## config.mk

```make
export PLATFORM = sky130hd
export DESIGN_NAME = anemometer_speed_direction_top
export DESIGN_NICKNAME = d
export VERILOG_FILES = /design/src/anem_pkg.sv /design/src/anem_ctrl.sv /design/src/anem_dp.sv /design/src/anemometer_speed_direction_top.sv
export SDC_FILE = /design/constraint.sdc
export NUM_CORES = 2
export LEC_CHECK = 0
export BUFFER_PORTS_ARGS = -buffer_cell sky130_fd_sc_hd__buf_4
export CAP_MARGIN = 20
export CORE_ASPECT_RATIO = 1.5
export CORE_MARGIN = 1
export CORE_UTILIZATION = 60
export DETAILED_ROUTE_END_ITERATION = 6
export HOLD_SLACK_MARGIN = 0.03
export PLACE_DENSITY = 0.82
export SLEW_MARGIN = 40
export SYNTH_ARGS = -nofsm -noshare
export SYNTH_HDL_FRONTEND = slang
export SYNTH_SLANG_ARGS = --single-unit
```

## constraint.sdc

```tcl
create_clock -name clk -period 16.4 [get_ports clk]
set_clock_uncertainty 0.1 [all_clocks]
set_input_delay 4.92 -clock clk [delete_from_list [all_inputs] [get_ports clk]]
set_output_delay 4.92 -clock clk [all_outputs]
set_load 0.01 [all_outputs]
```

## src/anem_pkg.sv

```systemverilog
// Shared types, constants and helper functions for the wind sensor interface.
// Used by anem_ctrl, anem_dp and anemometer_speed_direction_top; no dependencies.
package anem_pkg;

	// Widths of the stored counters and arithmetic words.
	localparam int TIME_W   = 32;
	localparam int DEB_W    = 10;
	localparam int SCALE_W  = 20;
	localparam int MV_W     = 12;
	localparam int SPEED_W  = 16;
	localparam int DEG_W    = 9;
	localparam int PROD_W   = TIME_W + SCALE_W;
	localparam int CFG_IDX_W  = 1;
	localparam int CFG_DATA_W = SCALE_W;
	localparam int LEVELS   = 8;
	localparam int LVL_IDX_W = $clog2(LEVELS);
	localparam int DIV_CNT_W = $clog2(SPEED_W);

	// Register reset values and the saturated speed.
	localparam logic [DEB_W-1:0]   DEBOUNCE_RST = DEB_W'(15);
	localparam logic [SCALE_W-1:0] SCALE_RST    = SCALE_W'(47941);
	localparam logic [SPEED_W-1:0] SPEED_MAX    = '1;

	// Configuration register indexes.
	localparam logic [CFG_IDX_W-1:0] REG_DEBOUNCE = 1'b0;
	localparam logic [CFG_IDX_W-1:0] REG_SCALE    = 1'b1;

	// Input command codes.
	typedef enum logic [1:0] {
		CMD_TICK   = 2'd0,
		CMD_EDGE   = 2'd1,
		CMD_SAMPLE = 2'd2,
		CMD_NONE   = 2'd3
	} cmd_code_t;

	// Vane voltage levels in mV and the matching heading in degrees.
	localparam logic [MV_W-1:0] VANE_MV [LEVELS] = '{
		12'd900, 12'd2000, 12'd3000, 12'd2800, 12'd2500, 12'd1500, 12'd300, 12'd600
	};
	localparam logic [DEG_W-1:0] VANE_DEG [LEVELS] = '{
		9'd0, 9'd45, 9'd90, 9'd135, 9'd180, 9'd225, 9'd270, 9'd315
	};

	// Commands from the controller to the datapath.
	typedef struct packed {
		logic do_tick;
		logic do_edge;
		logic do_sample;
		logic do_mul;
		logic do_sat;
		logic do_div;
		logic load_out;
	} anem_cmd_t;

	// Status from the datapath to the controller.
	typedef struct packed {
		logic delta_zero;
		logic sat;
	} anem_stat_t;

	// Index of the nearest vane level; the lowest index wins a tie.
	function automatic logic [LVL_IDX_W-1:0] nearest_idx(input logic [MV_W-1:0] mv);
		logic [LVL_IDX_W-1:0] best;
		logic [MV_W:0]        best_dist;
		logic [MV_W-1:0]      diff;
		best      = '0;
		best_dist = '1;
		for (int i = 0; i < LEVELS; i++) begin
			diff = (VANE_MV[i] >= mv) ? (VANE_MV[i] - mv) : (mv - VANE_MV[i]);
			if ({1'b0, diff} < best_dist) begin
				best_dist = {1'b0, diff};
				best      = LVL_IDX_W'(i);
			end
		end
		return best;
	endfunction

endpackage

```

## src/anem_ctrl.sv

```systemverilog
// Controller state machine for the wind sensor interface.
// Depends on anem_pkg; drives anem_dp through command and status structs.
module anem_ctrl (
	input  logic                 clk,
	input  logic                 arst_n,
	input  logic                 item_valid,
	output logic                 item_stall,
	input  logic [1:0]           cmd,
	output logic                 res_valid,
	input  logic                 res_stall,
	output anem_pkg::anem_cmd_t  dp_cmd,
	input  anem_pkg::anem_stat_t dp_stat
);

	typedef enum logic [4:0] {
		ST_IDLE = 5'b00001,
		ST_MUL  = 5'b00010,
		ST_SAT  = 5'b00100,
		ST_DIV  = 5'b01000,
		ST_DONE = 5'b10000
	} state_t;

	state_t                             state_q, state_d;
	logic [anem_pkg::DIV_CNT_W-1:0]     cnt_q;
	logic                               res_valid_q;
	logic                               accept;
	logic                               out_free;

	// A new transaction is taken only between sample computations.
	assign item_stall = (state_q != ST_IDLE);
	assign accept     = item_valid && !item_stall;
	assign out_free   = !res_valid_q || !res_stall;
	assign res_valid  = res_valid_q;

	// Next state and datapath commands.
	always_comb begin
		state_d          = state_q;
		dp_cmd           = '0;
		dp_cmd.do_tick   = accept && (cmd == anem_pkg::CMD_TICK);
		dp_cmd.do_edge   = accept && (cmd == anem_pkg::CMD_EDGE);
		dp_cmd.do_sample = accept && (cmd == anem_pkg::CMD_SAMPLE);
		unique case (state_q)
			ST_IDLE: begin
				if (dp_cmd.do_sample) begin
					state_d = dp_stat.delta_zero ? ST_DONE : ST_MUL;
				end
			end
			ST_MUL: begin
				dp_cmd.do_mul = 1'b1;
				state_d       = ST_SAT;
			end
			ST_SAT: begin
				dp_cmd.do_sat = 1'b1;
				state_d       = dp_stat.sat ? ST_DONE : ST_DIV;
			end
			ST_DIV: begin
				dp_cmd.do_div = 1'b1;
				if (cnt_q == anem_pkg::DIV_CNT_W'(anem_pkg::SPEED_W - 1)) begin
					state_d = ST_DONE;
				end
			end
			ST_DONE: begin
				if (out_free) begin
					dp_cmd.load_out = 1'b1;
					state_d         = ST_IDLE;
				end
			end
			default: state_d = ST_IDLE;
		endcase
	end

	// State, divide step counter and result valid flag.
	always_ff @(posedge clk or negedge arst_n) begin
		if (!arst_n) begin
			state_q     <= ST_IDLE;
			cnt_q       <= '0;
			res_valid_q <= 1'b0;
		end else begin
			state_q <= state_d;
			if (dp_cmd.do_div) begin
				cnt_q <= cnt_q + 1'b1;
			end else begin
				cnt_q <= '0;
			end
			if (dp_cmd.load_out) begin
				res_valid_q <= 1'b1;
			end else if (!res_stall) begin
				res_valid_q <= 1'b0;
			end
		end
	end

	// The step counter only runs while dividing.
	a_cnt_idle: assert property (@(posedge clk) disable iff (!arst_n)
		(state_q != ST_DIV) |-> (cnt_q == '0))
		else $error("divide counter nonzero outside divide");

	// The product is always followed by the saturation check.
	a_mul_sat: assert property (@(posedge clk) disable iff (!arst_n)
		(state_q == ST_MUL) |=> (state_q == ST_SAT))
		else $error("saturation check skipped");

	// A result is never loaded over one that is still stalled.
	a_no_overwrite: assert property (@(posedge clk) disable iff (!arst_n)
		dp_cmd.load_out |-> (!res_valid_q || !res_stall))
		else $error("result overwritten while stalled");

	// A sample with nonzero interval starts the multiply.
	a_sample_mul: assert property (@(posedge clk) disable iff (!arst_n)
		(dp_cmd.do_sample && !dp_stat.delta_zero) |=> (state_q == ST_MUL))
		else $error("sample did not start computation");

endmodule

```

## src/anem_dp.sv

```systemverilog
// Datapath for the wind sensor interface: counters, registers, multiply,
// saturation check, restoring divider and result registers. Depends on anem_pkg.
module anem_dp (
	input  logic                                 clk,
	input  logic                                 arst_n,
	input  logic                                 cfg_we,
	input  logic [anem_pkg::CFG_IDX_W-1:0]       cfg_index,
	input  logic [anem_pkg::CFG_DATA_W-1:0]      cfg_wdata,
	input  logic [anem_pkg::MV_W-1:0]            dir_mv,
	input  anem_pkg::anem_cmd_t                  dp_cmd,
	output anem_pkg::anem_stat_t                 dp_stat,
	output logic                                 valid_res,
	output logic [anem_pkg::SPEED_W-1:0]         wind_speed,
	output logic [anem_pkg::DEG_W-1:0]           direction_deg
);

	logic [anem_pkg::DEB_W-1:0]     debounce_q;
	logic [anem_pkg::SCALE_W-1:0]   scale_q;
	logic [anem_pkg::TIME_W-1:0]    time_q;
	logic [anem_pkg::TIME_W-1:0]    last_edge_q;
	logic [anem_pkg::TIME_W-1:0]    last_sample_q;
	logic [anem_pkg::TIME_W-1:0]    pulse_q;
	logic [anem_pkg::TIME_W-1:0]    pc_q;
	logic [anem_pkg::TIME_W-1:0]    delta_q;
	logic [anem_pkg::MV_W-1:0]      mv_q;
	logic [anem_pkg::LVL_IDX_W-1:0] idx_q;
	logic [anem_pkg::PROD_W-1:0]    prod_q;
	logic [anem_pkg::TIME_W-1:0]    rem_q;
	logic [anem_pkg::SPEED_W-1:0]   quo_q;
	logic                           zero_q;
	logic                           sat_q;
	logic                           valid_res_q;
	logic [anem_pkg::SPEED_W-1:0]   speed_q;
	logic [anem_pkg::DEG_W-1:0]     deg_q;

	logic [anem_pkg::TIME_W-1:0]    delta;
	logic [anem_pkg::TIME_W-1:0]    edge_gap;
	logic                           edge_ok;
	logic [anem_pkg::PROD_W-anem_pkg::SPEED_W-1:0] prod_hi;
	logic [anem_pkg::TIME_W:0]      trial;
	logic                           qbit;

	// Interval since the last sample and spacing since the last counted edge.
	assign delta    = time_q - last_sample_q;
	assign edge_gap = time_q - last_edge_q;
	assign edge_ok  = edge_gap > anem_pkg::TIME_W'(debounce_q);
	assign dp_stat.delta_zero = (delta == '0);

	// Speed saturates when the product reaches delta times 2^16.
	assign prod_hi     = prod_q[anem_pkg::PROD_W-1:anem_pkg::SPEED_W];
	assign dp_stat.sat = prod_hi >= (anem_pkg::PROD_W - anem_pkg::SPEED_W)'(delta_q);

	// One restoring divide step: bring down the next dividend bit.
	assign trial = {rem_q, quo_q[anem_pkg::SPEED_W-1]};
	assign qbit  = trial >= {1'b0, delta_q};

	// Configuration registers and the sensor state.
	always_ff @(posedge clk or negedge arst_n) begin
		if (!arst_n) begin
			debounce_q    <= anem_pkg::DEBOUNCE_RST;
			scale_q       <= anem_pkg::SCALE_RST;
			time_q        <= '0;
			last_edge_q   <= '0;
			last_sample_q <= '0;
			pulse_q       <= '0;
		end else begin
			if (cfg_we) begin
				unique case (cfg_index)
					anem_pkg::REG_DEBOUNCE: debounce_q <= cfg_wdata[anem_pkg::DEB_W-1:0];
					anem_pkg::REG_SCALE:    scale_q    <= cfg_wdata;
					default: ;
				endcase
			end
			if (dp_cmd.do_tick) begin
				time_q <= time_q + 1'b1;
			end
			if (dp_cmd.do_edge && edge_ok) begin
				pulse_q     <= pulse_q + 1'b1;
				last_edge_q <= time_q;
			end
			if (dp_cmd.do_sample && !dp_stat.delta_zero) begin
				pulse_q       <= '0;
				last_sample_q <= time_q;
			end
		end
	end

	// Sample capture, product, saturation check, divide iterations and result load.
	always_ff @(posedge clk) begin
		if (dp_cmd.do_sample) begin
			zero_q  <= dp_stat.delta_zero;
			pc_q    <= pulse_q;
			delta_q <= delta;
			mv_q    <= dir_mv;
		end
		if (dp_cmd.do_mul) begin
			prod_q <= anem_pkg::PROD_W'(pc_q) * anem_pkg::PROD_W'(scale_q);
			idx_q  <= anem_pkg::nearest_idx(mv_q);
		end
		if (dp_cmd.do_sat) begin
			// Below saturation the upper part is smaller than delta, so it fits.
			sat_q <= dp_stat.sat;
			rem_q <= prod_hi[anem_pkg::TIME_W-1:0];
			quo_q <= prod_q[anem_pkg::SPEED_W-1:0];
		end
		if (dp_cmd.do_div) begin
			rem_q <= qbit ? anem_pkg::TIME_W'(trial - {1'b0, delta_q})
			              : trial[anem_pkg::TIME_W-1:0];
			quo_q <= {quo_q[anem_pkg::SPEED_W-2:0], qbit};
		end
		if (dp_cmd.load_out) begin
			valid_res_q <= !zero_q;
			speed_q     <= zero_q ? '0 : (sat_q ? anem_pkg::SPEED_MAX : quo_q);
			deg_q       <= zero_q ? '0 : anem_pkg::VANE_DEG[idx_q];
		end
	end

	assign valid_res     = valid_res_q;
	assign wind_speed    = speed_q;
	assign direction_deg = deg_q;

endmodule

```

## src/anemometer_speed_direction_top.sv

```systemverilog
// Wind sensor interface top level: cup anemometer pulse counter and vane decoder.
// Tick, edge and unused commands give no result. A sample with a zero interval goes
// straight to the result load; a saturated speed first runs the multiply and saturation
// check; any other sample runs multiply, saturation check and 16 restoring divide steps,
// then the result load. The input stalls until the load, which waits out any output stall.
// Asynchronous active-low reset clears all counters and restores register defaults.
module anemometer_speed_direction_top (
	input  logic                               clk,
	input  logic                               arst_n,
	input  logic                               cfg_we,
	input  logic [anem_pkg::CFG_IDX_W-1:0]     cfg_index,
	input  logic [anem_pkg::CFG_DATA_W-1:0]    cfg_wdata,
	input  logic                               item_valid,
	output logic                               item_stall,
	input  logic [1:0]                         cmd,
	input  logic [anem_pkg::MV_W-1:0]          dir_mv,
	output logic                               res_valid,
	input  logic                               res_stall,
	output logic                               valid_res,
	output logic [anem_pkg::SPEED_W-1:0]       wind_speed,
	output logic [anem_pkg::DEG_W-1:0]         direction_deg
);

	anem_pkg::anem_cmd_t  dp_cmd;
	anem_pkg::anem_stat_t dp_stat;

	// Sequencing of each transaction.
	anem_ctrl u_ctrl (
		.clk        (clk),
		.arst_n     (arst_n),
		.item_valid (item_valid),
		.item_stall (item_stall),
		.cmd        (cmd),
		.res_valid  (res_valid),
		.res_stall  (res_stall),
		.dp_cmd     (dp_cmd),
		.dp_stat    (dp_stat)
	);

	// Counters, arithmetic and result registers.
	anem_dp u_dp (
		.clk           (clk),
		.arst_n        (arst_n),
		.cfg_we        (cfg_we),
		.cfg_index     (cfg_index),
		.cfg_wdata     (cfg_wdata),
		.dir_mv        (dir_mv),
		.dp_cmd        (dp_cmd),
		.dp_stat       (dp_stat),
		.valid_res     (valid_res),
		.wind_speed    (wind_speed),
		.direction_deg (direction_deg)
	);

endmodule

```

==> impl_metrics.json <==
{
  "syn_area_sq_um": 45700,
  "yosysWarnings": 0,
  "finalHoldViolCount": 0,
  "grt_pass1_vias": 38100,
  "htreeDepth": 2,
  "setup-violations-final": 0,
  "worstMarginPinSlew_ps": 927,
  "synth_seq_cells": 375,
  "wl_um": 127000,
  "seq_area_frac_synth_pct": 22.8,
  "holdCritPathClass": "flip-flop to flip-flop",
  "wl_per_cell_um": 21.1,
  "hold_start": "u_dp.pulse_q[31]$_DFFE_PN0P_",
  "synth_top_area_cell": "fa_1",
  "placed_area_sq_um": 47400,
  "numPortBuffers": 67,
  "worst-path-max-fanout": 12,
  "fin_nets": 5958,
  "layout_commonest_cell": "nand2_1",
  "slew_viol_final": 0,
  "finalNonFillerCells": 6024,
  "yosysUniqueCellTypes": 94,
  "cpPeakStageDelay_ps": 570,
  "vias": 36500,
  "grt.total_usage_pct": 33.9,
  "r2r_cells": 79,
  "dpl.hpwl_um": 96400,
  "cts_buffers": 41,
  "io_pins": 68,
  "cts.sinks": 375,
  "wl_met2_um": 62400,
  "grt_pass1_wl_um": 202000,
  "drive_above_1_share_pct": 7.94,
  "max_freq_mhz": 66.1,
  "syn_to_final_growth_pct": 7.41,
  "die_w_um": 227,
  "synth_edf_count": 207,
  "cts_tree": "done",
  "grt_max_degree": 105,
  "path_class": "flip-flop to flip-flop",
  "fp.dieH_um": 340,
  "critPathRequiredTime_ps": 16750,
  "fin_area_sq_um": 49100,
  "worst_setup_path_start_kind": "flip-flop",
  "cts_root_buf": "clkbuf_16",
  "worstSetupEndpointType": "flip-flop",
  "initial_core_util_pct": 60.7,
  "crit_path_start": "u_dp.mv_q[5]$_DFFE_PP_",
  "relSlewSlack_pct": 38.2,
  "drtIter0Drc": 2589,
  "wl_met1_um": 43800,
  "die_area_sq_um": 77300,
  "clock_path_buffers": 3,
  "cts.hold.buffers_added": 0,
  "synth_fp_nets": 5962,
  "route.detailed.drc": 0,
  "timing.rr.start": "u_dp.mv_q[5]$_DFFE_PP_",
  "ys.flop_type": "edfxtp_1",
  "finalSetupTns_ps": 0,
  "dr.pass1.iters": 6,
  "synth_cells": 4994,
  "hold_depth": 0,
  "synth.avg_cell_area_sq_um": 9.15,
  "drtAntennaViolNets": 0,
  "crit_top_cell": "o21ai_0",
  "yosysTopAreaCellShare_pct": 23.6,
  "async_reset_ff_share_pct": 44.8,
  "overflow": 0,
  "place_inst": 5928,
  "rows": 123,
  "clk_pin_slew_ps": 60,
  "core-area_sq_um": 75300,
  "wl_met3_um": 9560,
  "cp.arrival_ps": 15490,
  "antenna_found_initial": 3,
  "gp_congestion": 0.963,
  "fin_crit_sh_pct": 92.3,
  "vias_per_cell": 6.06,
  "critPathSlowestCell": "a2111oi_0",
  "period_minus_slack_ps": 15140,
  "routed.top_layer": "met5",
  "status": "finished, final reports clean",
  "clkLatencyLatePin_ps": 580,
  "max_cap_violations": 0,
  "most-common-layout-cells": "nand2_1 (746), inv_1 (714), fa_1 (539)",
  "synthTopCellsByArea": "fa_1 (24%), edfxtp_1 (14%), ha_1 (11%)"
}
## Yosys cell counts (12+ instances only)
cell / n
o21bai_1: 19
clkbuf_1: 207
o211ai_1: 17
nor3_1: 56
nor2_1: 210
nand4_1: 40
o21ai_0: 227
and2_1: 222
xor2_1: 54
a21boi_0: 14
dfstp_2: 14
edfxtp_1: 207
xnor2_1: 153
fa_1: 539
a21oi_1: 220
nand2b_1: 39
nand2_1: 749
nor2b_1: 29
o21a_1: 53
mux2i_1: 66
ha_1: 389
mux2_2: 74
or3_1: 25
nand3_1: 68
a21o_1: 95
inv_1: 716
o31ai_1: 26
dfrtp_1: 154
or4_1: 12
a211o_1: 15
a31oi_1: 22
nor4_1: 19
a2111oi_0: 12
nor3b_1: 12
nand3b_1: 13
and3_1: 28
a211oi_1: 25
## path summary, 6_finish.rpt
check,to,slack [ps]
max,u_dp.idx_q[0]$_SDFFCE_PN1P_,1260
min,u_dp.pc_q[31]$_DFFE_PP_,370
max reg2reg,u_dp.idx_q[0]$_SDFFCE_PN1P_,1260
min reg2reg,u_dp.pc_q[31]$_DFFE_PP_,370
max in group asynchronous,u_dp.scale_q[4]$_DFFE_PN0P_,10770
min in group asynchronous,u_dp.last_edge_q[24]$_DFFE_PN0P_,4090
## metal layers
layer,up-vias,track usage (%)
li1,16400,-
met1,17900,37.4
met2,1599,56.7
met3,609,7.10
met4,2,26.3
met5,-,0
## flip-flops by register name (all words and copies together), names as in the netlist, 5 cells and up
| register | count |
|---|---|
| u_dp.scale_q | 20 |
| u_ctrl.state_q | 5 |
| u_dp.last_edge_q | 32 |
| u_dp.last_sample_q | 32 |
| u_dp.quo_q | 16 |
| u_dp.rem_q | 32 |
| u_dp.wind_speed | 16 |
| u_dp.pulse_q | 32 |
| u_dp.time_q | 32 |
| u_dp.mv_q | 12 |
| u_dp.prod_q | 52 |
| u_dp.pc_q | 32 |
| u_dp.debounce_q | 10 |
| u_dp.delta_q | 32 |
| u_dp.direction_deg | 9 |
## kinds of logic after synthesis
logic type / synth area share, %
adder cells (fa/ha/maj): 34.3
AND/OR/NAND/NOR: 16.1
flip-flops: 22.8
buffers and inverters: 7.79
AO/OA/AOI/OAI: 11.6
multiplexers: 3.37
XOR/XNOR: 3.97
## critical path, delay by kind of cell, from the launching register on
family	cells	cell delay, ps
AO/OA/AOI/OAI	43	8410
XOR/XNOR	1	220
adder cells (fa/ha/maj)	8	2170
buffers and inverters	5	1050
flip-flops	1	390
multiplexers	1	400
AND/OR/NAND/NOR	21	2220
## final cells by class
cell class,instances,area [sq um]
timing repair buffer,178,1450
antenna,1,2.50
sequential,375,10500
inverter,719,2710
fill,5939,26200
clock buffer,59,1200
tap,1000,1250
clock inverter,17,203
multi-input combinational,3675,31800
## per-stage QoR
step | utilization (%) | hold WS (ps) | worst slack, ps
6_report | 65.2 | 372 | 1260
5_1_grt | 65.2 | 391 | -19.2
4_1_cts | 64.9 | 369 | 510
3_5_place_dp | 63.0 | 355 | 589
3_3_place_gp | 62.8 | 350 | 875
2_1_floorplan | - | 333 | 485
## what timing repair did
| action | in CTS | in global routing |
|---|---|---|
| setup endpoints to repair | 0 | 3 |
| resized for setup | 0 | 21 |
| buffers inserted | 0 | 12 |
Power is not shown: default switching activity piles up to over one toggle a cycle in this logic, so the estimate is an artifact.
